==> config.mk <==
export PLATFORM = sky130hd
export DESIGN_NAME = ascii_can_frame_parser_core_flat
export DESIGN_NICKNAME = d
export VERILOG_FILES = /design/src/rtl/core/acfp_pkg.sv /design/src/rtl/core/acfp_if.sv /design/src/rtl/core/acfp_parser.sv /design/src/rtl/core/acfp_out_reg.sv /design/src/rtl/core/ascii_can_frame_parser_core.sv /design/src/flat_wrapper.sv
export SDC_FILE = /design/constraint.sdc
export NUM_CORES = 1
export LEC_CHECK = 0
export ABC_AREA = 1
export BUFFER_PORTS_ARGS = -buffer_cell sky130_fd_sc_hd__buf_2
export CORE_ASPECT_RATIO = 0.9
export CORE_MARGIN = 2
export CORE_UTILIZATION = 57
export DETAILED_ROUTE_END_ITERATION = 6
export GPL_ROUTABILITY_DRIVEN = 0
export PLACE_DENSITY_LB_ADDON = 0.12
export SYNTH_ARGS = -nofsm -noshare
export SYNTH_HDL_FRONTEND = slang
export SYNTH_HIERARCHICAL = 1
export SYNTH_SLANG_ARGS = --single-unit
==> constraint.sdc <==
create_clock -name clock -period 3.9 [get_ports clock]
set_input_delay 0.78 -clock clock [delete_from_list [all_inputs] [get_ports clock]]
set_output_delay 0.78 -clock clock [all_outputs]
set_load 0.05 [all_outputs]
==> src/rtl/core/acfp_pkg.sv <==
// shared types, constants and decode functions of the ascii can frame parser
package acfp_pkg;

   localparam logic [7:0] CHAR_CR     = 8'h0D;
   localparam logic [7:0] CHAR_UPPER_A = 8'h41;
   localparam logic [7:0] CHAR_UPPER_Z = 8'h5A;

   localparam int unsigned ID_DIGITS_EXT = 8;
   localparam int unsigned ID_DIGITS_STD = 3;

   typedef enum logic [3:0] {
      PH_IDLE = 4'b0001,
      PH_ID   = 4'b0010,
      PH_DLC  = 4'b0100,
      PH_DATA = 4'b1000
   } phase_type;

   typedef struct packed {
      logic       bad;
      logic [3:0] value;
   } hex_type;

   typedef struct packed {
      logic [7:0]  frame_letter;
      logic        extended;
      logic [31:0] ident;
      logic [3:0]  dlc_code;
      logic [6:0]  payload_len;
      logic [5:0]  byte_index;
      logic [7:0]  data_byte;
      logic        has_data;
      logic        last;
      logic        bad_digit;
   } rsp_type;

   typedef struct packed {
      logic    emit;
      rsp_type beat;
   } parse_out_type;

   function automatic hex_type hex_decode(input logic [7:0] c);
      hex_type h;
      h.bad   = 1'b0;
      h.value = 4'd0;
      if (c >= 8'h30 && c <= 8'h39) begin
         h.value = 4'(c - 8'h30);
      end else if (c >= 8'h41 && c <= 8'h46) begin
         h.value = 4'(c - 8'h37);
      end else if (c >= 8'h61 && c <= 8'h66) begin
         h.value = 4'(c - 8'h57);
      end else begin
         h.bad = 1'b1;
      end
      return h;
   endfunction

   // can fd dlc to byte count
   function automatic logic [6:0] dlc_len(input logic [3:0] dlc);
      logic [6:0] n;
      case (dlc)
         4'd9:    n = 7'd12;
         4'd10:   n = 7'd16;
         4'd11:   n = 7'd20;
         4'd12:   n = 7'd24;
         4'd13:   n = 7'd32;
         4'd14:   n = 7'd48;
         4'd15:   n = 7'd64;
         default: n = {3'b000, dlc};
      endcase
      return n;
   endfunction

endpackage

==> src/rtl/core/acfp_if.sv <==
// valid/ready channel interfaces for characters in and parsed beats out
interface acfp_req_if;
   logic       valid;
   logic       ready;
   logic [7:0] char_in;

   modport source (output valid, output char_in, input ready);
   modport sink   (input valid, input char_in, output ready);
endinterface

interface acfp_rsp_if;
   logic        valid;
   logic        ready;
   logic [7:0]  frame_letter;
   logic        extended;
   logic [31:0] ident;
   logic [3:0]  dlc_code;
   logic [6:0]  payload_len;
   logic [5:0]  byte_index;
   logic [7:0]  data_byte;
   logic        has_data;
   logic        last;
   logic        bad_digit;

   modport source (output valid, output frame_letter, output extended, output ident,
                   output dlc_code, output payload_len, output byte_index,
                   output data_byte, output has_data, output last, output bad_digit,
                   input ready);
   modport sink   (input valid, input frame_letter, input extended, input ident,
                   input dlc_code, input payload_len, input byte_index,
                   input data_byte, input has_data, input last, input bad_digit,
                   output ready);
endinterface

==> src/rtl/core/acfp_parser.sv <==
// frame parse state and per-character next-state and beat logic
module acfp_parser (
   input  logic                  clock,
   input  logic                  reset,
   input  logic                  fire,
   input  logic [7:0]            char_in,
   output acfp_pkg::parse_out_type result
);
   import acfp_pkg::*;

   phase_type   phase_ff, phase_in;
   logic [3:0]  digit_count_ff, digit_count_in;
   logic [31:0] ident_ff, ident_in;
   logic [7:0]  letter_ff, letter_in;
   logic        ext_ff, ext_in;
   logic [3:0]  dlc_ff, dlc_in;
   logic [5:0]  byte_count_ff, byte_count_in;
   logic [3:0]  high_ff, high_in;
   logic        pending_ff, pending_in;
   logic        err_ff, err_in;

   hex_type     hv;
   logic [6:0]  cur_len;
   logic [6:0]  next_idx;
   logic [3:0]  digits_need;

   always_comb begin
      hv          = hex_decode(char_in);
      cur_len     = dlc_len(dlc_ff);
      next_idx    = {1'b0, byte_count_ff} + 7'd1;
      digits_need = ext_ff ? 4'(ID_DIGITS_EXT) : 4'(ID_DIGITS_STD);

      phase_in       = phase_ff;
      digit_count_in = digit_count_ff;
      ident_in       = ident_ff;
      letter_in      = letter_ff;
      ext_in         = ext_ff;
      dlc_in         = dlc_ff;
      byte_count_in  = byte_count_ff;
      high_in        = high_ff;
      pending_in     = pending_ff;
      err_in         = err_ff;

      result.emit              = 1'b0;
      result.beat.frame_letter = letter_ff;
      result.beat.extended     = ext_ff;
      result.beat.ident        = ident_ff;
      result.beat.dlc_code     = dlc_ff;
      result.beat.payload_len  = cur_len;
      result.beat.byte_index   = 6'd0;
      result.beat.data_byte    = 8'd0;
      result.beat.has_data     = 1'b0;
      result.beat.last         = 1'b0;
      result.beat.bad_digit    = err_ff | hv.bad;

      unique case (phase_ff)
         PH_IDLE: begin
            if (char_in != CHAR_CR) begin
               letter_in      = char_in;
               ext_in         = (char_in > CHAR_UPPER_A) && (char_in < CHAR_UPPER_Z);
               ident_in       = 32'd0;
               digit_count_in = 4'd0;
               err_in         = 1'b0;
               dlc_in         = 4'd0;
               byte_count_in  = 6'd0;
               high_in        = 4'd0;
               pending_in     = 1'b0;
               phase_in       = PH_ID;
            end
         end
         PH_ID: begin
            ident_in       = {ident_ff[27:0], hv.value};
            err_in         = err_ff | hv.bad;
            digit_count_in = digit_count_ff + 4'd1;
            if (digit_count_in >= digits_need) begin
               phase_in = PH_DLC;
            end
         end
         PH_DLC: begin
            dlc_in         = hv.value;
            err_in         = err_ff | hv.bad;
            byte_count_in  = 6'd0;
            digit_count_in = 4'd0;
            pending_in     = 1'b0;
            if (dlc_len(hv.value) == 7'd0) begin
               result.emit             = 1'b1;
               result.beat.dlc_code    = hv.value;
               result.beat.payload_len = 7'd0;
               result.beat.last        = 1'b1;
               phase_in                = PH_IDLE;
            end else begin
               phase_in = PH_DATA;
            end
         end
         PH_DATA: begin
            err_in = err_ff | hv.bad;
            if (!pending_ff) begin
               high_in    = hv.value;
               pending_in = 1'b1;
            end else begin
               pending_in             = 1'b0;
               result.emit            = 1'b1;
               result.beat.byte_index = byte_count_ff;
               result.beat.data_byte  = {high_ff, hv.value};
               result.beat.has_data   = 1'b1;
               result.beat.last       = next_idx >= cur_len;
               byte_count_in          = byte_count_ff + 6'd1;
               if (next_idx >= cur_len) begin
                  phase_in = PH_IDLE;
               end
            end
         end
         default: begin
            phase_in = PH_IDLE;
         end
      endcase

      if (!fire) begin
         result.emit = 1'b0;
      end
   end

   always_ff @(posedge clock) begin
      if (reset) begin
         phase_ff       <= PH_IDLE;
         digit_count_ff <= 4'd0;
         ident_ff       <= 32'd0;
         letter_ff      <= 8'd0;
         ext_ff         <= 1'b0;
         dlc_ff         <= 4'd0;
         byte_count_ff  <= 6'd0;
         high_ff        <= 4'd0;
         pending_ff     <= 1'b0;
         err_ff         <= 1'b0;
      end else if (fire) begin
         phase_ff       <= phase_in;
         digit_count_ff <= digit_count_in;
         ident_ff       <= ident_in;
         letter_ff      <= letter_in;
         ext_ff         <= ext_in;
         dlc_ff         <= dlc_in;
         byte_count_ff  <= byte_count_in;
         high_ff        <= high_in;
         pending_ff     <= pending_in;
         err_ff         <= err_in;
      end
   end

endmodule

==> src/rtl/core/acfp_out_reg.sv <==
// result register holding one parsed beat until the sink takes it
module acfp_out_reg (
   input  logic                    clock,
   input  logic                    reset,
   input  acfp_pkg::parse_out_type result,
   input  logic                    rsp_ready,
   output logic                    space,
   output logic                    rsp_valid,
   output acfp_pkg::rsp_type       rsp_beat
);
   import acfp_pkg::*;

   logic    valid_ff, valid_in;
   rsp_type beat_ff;

   always_comb begin
      space = !valid_ff || rsp_ready;
      if (result.emit) begin
         valid_in = 1'b1;
      end else if (rsp_ready) begin
         valid_in = 1'b0;
      end else begin
         valid_in = valid_ff;
      end
   end

   always_ff @(posedge clock) begin
      if (reset) begin
         valid_ff <= 1'b0;
      end else begin
         valid_ff <= valid_in;
      end
   end

   always_ff @(posedge clock) begin
      if (result.emit) begin
         beat_ff <= result.beat;
      end
   end

   assign rsp_valid = valid_ff;
   assign rsp_beat  = beat_ff;

endmodule

==> src/rtl/core/ascii_can_frame_parser_core.sv <==
// top level of the ascii can frame parser: input register, parser, result register
//
//   channel   dir   beat contents
//   req_ch    in    char_in, one received character
//   rsp_ch    out   frame header fields plus one data byte, last and error marks
//
// a character waits in the input register, then is parsed and its beat, if any, lands in
// the result register; one character per cycle sustained while rsp is not stalled.
// synchronous reset returns the parser to idle and empties both registers.
// a stalled rsp holds the input register, and req_ready drops once that is full.
module ascii_can_frame_parser_core (
   input logic        clock,
   input logic        reset,
   acfp_req_if.sink   req_ch,
   acfp_rsp_if.source rsp_ch
);
   import acfp_pkg::*;

   logic          in_valid_ff, in_valid_in;
   logic [7:0]    char_ff;
   logic          advance;
   logic          space;
   logic          take;
   parse_out_type result;
   rsp_type       beat;

   assign advance      = in_valid_ff && space;
   assign req_ch.ready = !in_valid_ff || advance;
   assign take         = req_ch.valid && req_ch.ready;

   always_comb begin
      if (take) begin
         in_valid_in = 1'b1;
      end else if (advance) begin
         in_valid_in = 1'b0;
      end else begin
         in_valid_in = in_valid_ff;
      end
   end

   always_ff @(posedge clock) begin
      if (reset) begin
         in_valid_ff <= 1'b0;
      end else begin
         in_valid_ff <= in_valid_in;
      end
   end

   always_ff @(posedge clock) begin
      if (take) begin
         char_ff <= req_ch.char_in;
      end
   end

   acfp_parser u_parser (
      .clock   (clock),
      .reset   (reset),
      .fire    (advance),
      .char_in (char_ff),
      .result  (result)
   );

   acfp_out_reg u_out_reg (
      .clock     (clock),
      .reset     (reset),
      .result    (result),
      .rsp_ready (rsp_ch.ready),
      .space     (space),
      .rsp_valid (rsp_ch.valid),
      .rsp_beat  (beat)
   );

   assign rsp_ch.frame_letter = beat.frame_letter;
   assign rsp_ch.extended     = beat.extended;
   assign rsp_ch.ident        = beat.ident;
   assign rsp_ch.dlc_code     = beat.dlc_code;
   assign rsp_ch.payload_len  = beat.payload_len;
   assign rsp_ch.byte_index   = beat.byte_index;
   assign rsp_ch.data_byte    = beat.data_byte;
   assign rsp_ch.has_data     = beat.has_data;
   assign rsp_ch.last         = beat.last;
   assign rsp_ch.bad_digit    = beat.bad_digit;

endmodule

==> src/flat_wrapper.sv <==
// flat-port wrapper written by rule: the top's interface ports become plain ports
module ascii_can_frame_parser_core_flat import acfp_pkg::*;
  (clock, reset, req_ch_valid, req_ch_char_in, req_ch_ready, rsp_ch_valid, rsp_ch_frame_letter, rsp_ch_extended, rsp_ch_ident, rsp_ch_dlc_code, rsp_ch_payload_len, rsp_ch_byte_index, rsp_ch_data_byte, rsp_ch_has_data, rsp_ch_last, rsp_ch_bad_digit, rsp_ch_ready);
  acfp_req_if req_ch_i ();
  acfp_rsp_if rsp_ch_i ();
  input logic clock;
  input logic reset;
  input wire logic [$bits(req_ch_i.valid)-1:0] req_ch_valid;
  input wire logic [$bits(req_ch_i.char_in)-1:0] req_ch_char_in;
  output wire logic [$bits(req_ch_i.ready)-1:0] req_ch_ready;
  output wire logic [$bits(rsp_ch_i.valid)-1:0] rsp_ch_valid;
  output wire logic [$bits(rsp_ch_i.frame_letter)-1:0] rsp_ch_frame_letter;
  output wire logic [$bits(rsp_ch_i.extended)-1:0] rsp_ch_extended;
  output wire logic [$bits(rsp_ch_i.ident)-1:0] rsp_ch_ident;
  output wire logic [$bits(rsp_ch_i.dlc_code)-1:0] rsp_ch_dlc_code;
  output wire logic [$bits(rsp_ch_i.payload_len)-1:0] rsp_ch_payload_len;
  output wire logic [$bits(rsp_ch_i.byte_index)-1:0] rsp_ch_byte_index;
  output wire logic [$bits(rsp_ch_i.data_byte)-1:0] rsp_ch_data_byte;
  output wire logic [$bits(rsp_ch_i.has_data)-1:0] rsp_ch_has_data;
  output wire logic [$bits(rsp_ch_i.last)-1:0] rsp_ch_last;
  output wire logic [$bits(rsp_ch_i.bad_digit)-1:0] rsp_ch_bad_digit;
  input wire logic [$bits(rsp_ch_i.ready)-1:0] rsp_ch_ready;
  assign req_ch_i.valid = req_ch_valid;
  assign req_ch_i.char_in = req_ch_char_in;
  assign req_ch_ready = req_ch_i.ready;
  assign rsp_ch_valid = rsp_ch_i.valid;
  assign rsp_ch_frame_letter = rsp_ch_i.frame_letter;
  assign rsp_ch_extended = rsp_ch_i.extended;
  assign rsp_ch_ident = rsp_ch_i.ident;
  assign rsp_ch_dlc_code = rsp_ch_i.dlc_code;
  assign rsp_ch_payload_len = rsp_ch_i.payload_len;
  assign rsp_ch_byte_index = rsp_ch_i.byte_index;
  assign rsp_ch_data_byte = rsp_ch_i.data_byte;
  assign rsp_ch_has_data = rsp_ch_i.has_data;
  assign rsp_ch_last = rsp_ch_i.last;
  assign rsp_ch_bad_digit = rsp_ch_i.bad_digit;
  assign rsp_ch_i.ready = rsp_ch_ready;
  ascii_can_frame_parser_core u_core (.clock(clock), .reset(reset), .req_ch(req_ch_i), .rsp_ch(rsp_ch_i));
endmodule
# Word-level counts from Yosys, hierarchy flattened

Index checks and enable logic that the tools add are counted.

Latch bits: 0
Bits in read-only memories: 0
Memories: 0
Register bits: 144
Input bits: 12
Bits in writable memories: 0
Logic and storage cells: 136

Reduce and logical (&&, ||, !) cells: 30
Equality and inequality tests: 24
Add/sub/neg operators: 6
$mul: 0
Mux-type cells: 42
Bitwise logic cells: 1
Shift-type cells: 0
Div/mod/pow operators: 0
Order comparisons: 10

Operators by type and width:

| kind                                                                             | number |
|---|---|
| 7-bit case mux with 7 select lines                                               | 2 |
| 32-bit case mux with 2 select lines                                              | 1 |
| 4-bit == test (second input constant)                                            | 15 |
| 4-bit 2-to-1 mux                                                                 | 11 |
| 32-bit 2-to-1 mux                                                                | 1 |
| 11-bit 2-to-1 mux                                                                | 2 |
| 6-bit case mux with 3 select lines                                               | 1 |
| 3-bit AND reduction                                                              | 6 |
| 8-bit by 7-bit >= comparator with 1-bit output (second input constant)           | 2 |
| 8-bit by 7-bit <= comparator with 1-bit output (second input constant)           | 2 |
| 4-bit case mux with 2 select lines                                               | 2 |
| 4-bit case mux with 4 select lines                                               | 1 |
| 1-bit 2-to-1 mux                                                                 | 12 |
| 6-bit 2-to-1 mux                                                                 | 2 |
| 4-bit case mux with 3 select lines                                               | 1 |
| 2-bit nonzero test                                                               | 6 |
| 2-bit inequality test (second input constant)                                    | 5 |
| 8-bit by 6-bit >= comparator with 1-bit output (second input constant)           | 1 |
| 8-bit by 7-bit greater-than comparator with 1-bit output (second input constant) | 1 |
| 8-bit by 6-bit <= comparator with 1-bit output (second input constant)           | 1 |
| 8-bit by 7-bit less-than comparator with 1-bit output (second input constant)    | 1 |
| 8-bit by 4-bit inequality test with 1-bit output (second input constant)         | 1 |
| 4-bit AND reduction                                                              | 2 |
| 4-bit by 3-bit subtractor with 4-bit output (second input constant)              | 2 |
| other kinds (22)                                                                 | 32 |

# Logic depth before layout (Yosys ltp)

Word-level depth: 13
Gate-level depth with buffers: 15
Gate-level depth less buffers: 14

# Hierarchy

Netlist, hierarchy kept.

By module, submodules not included:

| module                      | cells an instance | area an instance (um^2) | instances | seq. area each (um^2) |
|---|---|---|---|---|
| acfp_parser                 | 500               | 3667.3                  | 1         | 1301.2 |
| acfp_out_reg                | 74                | 2114.5                  | 1         | 2092.0 |
| ascii_can_frame_parser_core | 16                | 295.3                   | 1         | 260.2 |

# Worst setup path before layout

Ideal clock, no wire load.

Path kind: reg2reg
From: reg u_core.char_ff[1]
To: reg u_core.u_out_reg.beat_ff (netlist bit u_core/u_out_reg/rsp_beat[0]) (enable)
Stages on the path, launching flop included: 14
Path buffers: 1
Data arrival time: 2.780 ns
Data required time: 3.488 ns
Path slack: 0.709 ns
Period minus slack after synthesis: 3.191 ns
Cells stage by stage: edfxtp_1 > inv_1 > ha_1 > inv_1 > nand3_1 > nand3_2 > nand2_1 > nand2_1 > nand2_1 > inv_1 > o21ai_2 > nand3_2 > buf_6 > a21oi_4

RTL lines:

| item                     | line                              | text |
|---|---|---|
| start: declaration       | ascii_can_frame_parser_core.sv:20 | `logic [7:0] char_ff;` |
| start signal: assignment | ascii_can_frame_parser_core.sv:51 | `char_ff <= req_ch.char_in;` |
| end signal: assignment   | acfp_out_reg.sv:37                | `beat_ff <= result.beat;` |
| end: declaration         | acfp_out_reg.sv:14                | `rsp_type beat_ff;` |

==> run metrics <==
Synth async-reset ratio=0; combinational power share=0.040; total CTS buffers=17; CTS Hold Bufs=0; vias in the first global route=4133; post-synthesis sequential area ratio=0.601; Final Setup Violations=0; chip width=113 µm; pre-CTS WS=1.09 ns; clk_skew=0.0102 ns; Crit Path Max Fanout=36; Fin Setup TNS=0 ns; Design Power=3.40 mW; power density cells=476 mW/mm²; CP delay by family, top=simple AND/OR/NAND/NOR gates; status=finished clean; routed via count=4270; critical path class=reg2reg; fin crit period=2.85 ns; Ys Warns=6; Internal Power=2.66 mW; CP startpoint kind=flop; Slowest-stage cell, CP=buf_4; NetSw=734 µW; CP arrival=2.90 ns; Clk pwr share=0.484; Synth-to-Final Area Change=17.5%; setup ws final=1.05 ns; largest net degree at the start of global routing=54; share of layout cells above drive strength 1=0.308; CTS tree=done; port bufs=82; Clock Pin Slew Worst Setup and Hold Paths=0.06 ns; Finished Core Util=0.694; EDFF count, synth=77; CP bufs+invs=4; Distinct cells, synth=39; Max-slew headroom=0.473; core area=0.0103 mm²; clock latency at the later pin of the worst-skew pair=0.41 ns; sequential fraction of design power=0.476; CTS Root Buffer Type=clkbuf_16; nets@finish=703; post-CTS sizing=0; switching fraction of total power=0.216; Clock Path Buffers=2; total gr overflow=0; die area=0.0115 mm²; # IOs=83; initial antenna violation count=0; Seq cells post-synth=144; max-cap viol count=0; die height=102 µm; final hold viol count=0; Post-Syn Instances=590; Synth Net Count=617; syn_area_per_cell=10.3 µm²; Starting Density=0.591; CP max stage delay=0.43 ns; Pins Over Slew Limit=0; first-pass GRT wire length=19700 µm; wire length per cell=14.7 µm; First-pass DRT Iterations=5; crit share post-route=0.729; antenna cells=0; H-tree depth=4; DRC errors left=0; site row count=35; Post-CTS Setup Inserts=0; CP endpoint kind=flop; mapped cell area=0.00608 mm²; DRT iter0 DRCs=335; clock sink count=144; total track usage=0.217; Main synth FF type=edfxtp_1; RSZ-0062 raised after global routing=false; Min-Delay Path Class=reg2reg; mean number of vias per cell=5.22; post-detail-place hpwl=7950 µm; fmax=0.351 GHz; worst-margin pin slew=0.790 ns; CP required=3.95 ns; Final ANT Viol Nets=0; Max VDD drop=0.000566 V; leakage=2.90 nW; final WL=12000 µm; worst-path cell chain=inv_1, ha_1, inv_1, nand3_1, nand3_2, inv_1, nand2_1, nand3_2, nor2_2, nand3_2, a21oi_4, buf_4
==> stage by stage <==
step | hold WS (ns) | std cells | instance area [µm²]
floorplan | 0.403 | 590 | 6080
global placement | 0.412 | 786 | 6540
detailed placement | 0.416 | 786 | 6540
CTS | 0.432 | 818 | 7140
global route | 0.435 | 818 | 7140
finish | 0.431 | 818 | 7140
==> metal layers <==
layer / wire length [µm] / vias up / global-route usage
li1: - / 2114 / -
met1: 5480 / 2030 / 0.289
met2: 5820 / 117 / 0.355
met3: 625 / 9 / 0.0569
met4: 99 / 0 / 0.0638
met5: 0 / - / 0
==> cell usage in the layout, fill, tap and decap left out, types with 4 or more instances in the layout <==
cell type,instances
nand2_1,116
buf_2,82
edfxtp_1,77
dfxtp_1,67
inv_1,65
nor2_1,39
nand2_2,37
a21oi_1,33
a21oi_2,32
nand3_1,19
clkbuf_16,17
ha_1,15
o21ai_0,14
nor3_1,7
inv_2,6
nand3_2,5
clkinv_2,4
buf_4,4
o21ai_2,4
nand4_1,4
nor2_2,4
==> synthesized netlist by cell type, types with 2 or more instances <==
master / number / share of area
a21oi_1: 33 / 0.027
nand4_1: 4 / 0.0041
dfxtp_1: 67 / 0.22
edfxtp_1: 77 / 0.38
o21ai_0: 14 / 0.012
nor2_1: 39 / 0.024
xnor2_1: 2 / 0.0029
o21ai_1: 3 / 0.0025
nor2_2: 4 / 0.0041
nor3_1: 7 / 0.0058
clkbuf_1: 8 / 0.0049
nand2_1: 116 / 0.072
o21bai_1: 2 / 0.0025
xor2_1: 3 / 0.0043
buf_12: 3 / 0.0099
ha_1: 15 / 0.031
nand3_2: 5 / 0.0082
inv_1: 65 / 0.040
o32ai_1: 2 / 0.0029
inv_2: 6 / 0.0037
nand2_4: 2 / 0.0037
o21ai_2: 4 / 0.0058
a21oi_2: 32 / 0.046
a22oi_1: 2 / 0.0025
nand2_2: 37 / 0.038
nand3_1: 19 / 0.016
a31oi_1: 2 / 0.0021
buf_2: 6 / 0.0049
==> power groups by stage <==
stage	clock, mW	sequential (mW)	combinational [mW]
2_1_floorplan	0	1.65	0.109
3_3_place_gp	0	1.65	0.132
3_5_place_dp	0	1.65	0.135
4_1_cts	1.67	1.62	0.136
5_1_grt	1.74	1.62	0.150
6_report	1.64	1.62	0.137
==> sequential cells by signal (all words and copies together) (netlist names) <==
register,flops
u_core/char_ff,8
u_core/in_valid_ff,1
u_core/u_out_reg/rsp_beat,69
u_core/u_out_reg/rsp_valid,1
u_core/u_parser/byte_count_ff,6
u_core/u_parser/digit_count_ff,4
u_core/u_parser/dlc_ff,4
u_core/u_parser/err_ff,1
u_core/u_parser/ext_ff,1
u_core/u_parser/high_ff,4
u_core/u_parser/ident_ff,32
u_core/u_parser/letter_ff,8
u_core/u_parser/pending_ff,1
u_core/u_parser/phase_ff,4
==> final cells by class <==
class / count / area [µm²]
clock buffers: 19 / 443
clock inverters: 13 / 160
fillers: 791 / 3150
inverters: 73 / 279
multi-input cells: 354 / 2010
flip-flops and latches: 144 / 3650
well taps: 129 / 161
repair buffers: 86 / 440
==> worst reg2reg max path, stage by stage (launching register included) <==
cell      delay (ns)
edfxtp_1        0.41
inv_1           0.12
ha_1            0.23
inv_1           0.09
nand3_1         0.11
nand3_2         0.15
inv_1           0.07
nand2_1         0.08
nand3_2         0.14
nor2_2          0.16
nand3_2         0.27
a21oi_4         0.22
buf_4           0.43
==> final timing paths <==
kind / startpoint / slack [ns] / cells past startpoint / end
max: u_core/char_ff[1]$_DFFE_PP_ / 1.05 / 12 / u_core/u_out_reg/rsp_beat[45]$_DFFE_PP_
min: u_core/u_parser/letter_ff[2]$_SDFFE_PP0P_ / 0.43 / 0 / u_core/u_out_reg/rsp_beat[63]$_DFFE_PP_
max reg2reg: u_core/char_ff[1]$_DFFE_PP_ / 1.05 / 12 / u_core/u_out_reg/rsp_beat[45]$_DFFE_PP_
min reg2reg: u_core/u_parser/letter_ff[2]$_SDFFE_PP0P_ / 0.43 / 0 / u_core/u_out_reg/rsp_beat[63]$_DFFE_PP_
==> logic make-up after synthesis <==
family	share of synthesized area
adders and majority gates	0.0309
buffers and inverters	0.0688
AOI/OAI and AO/OA	0.111
xor gates and xnor gates	0.00721
and+or+nand+nor	0.181
DFF	0.601
Note: power is estimated with default switching activity, not from simulation.
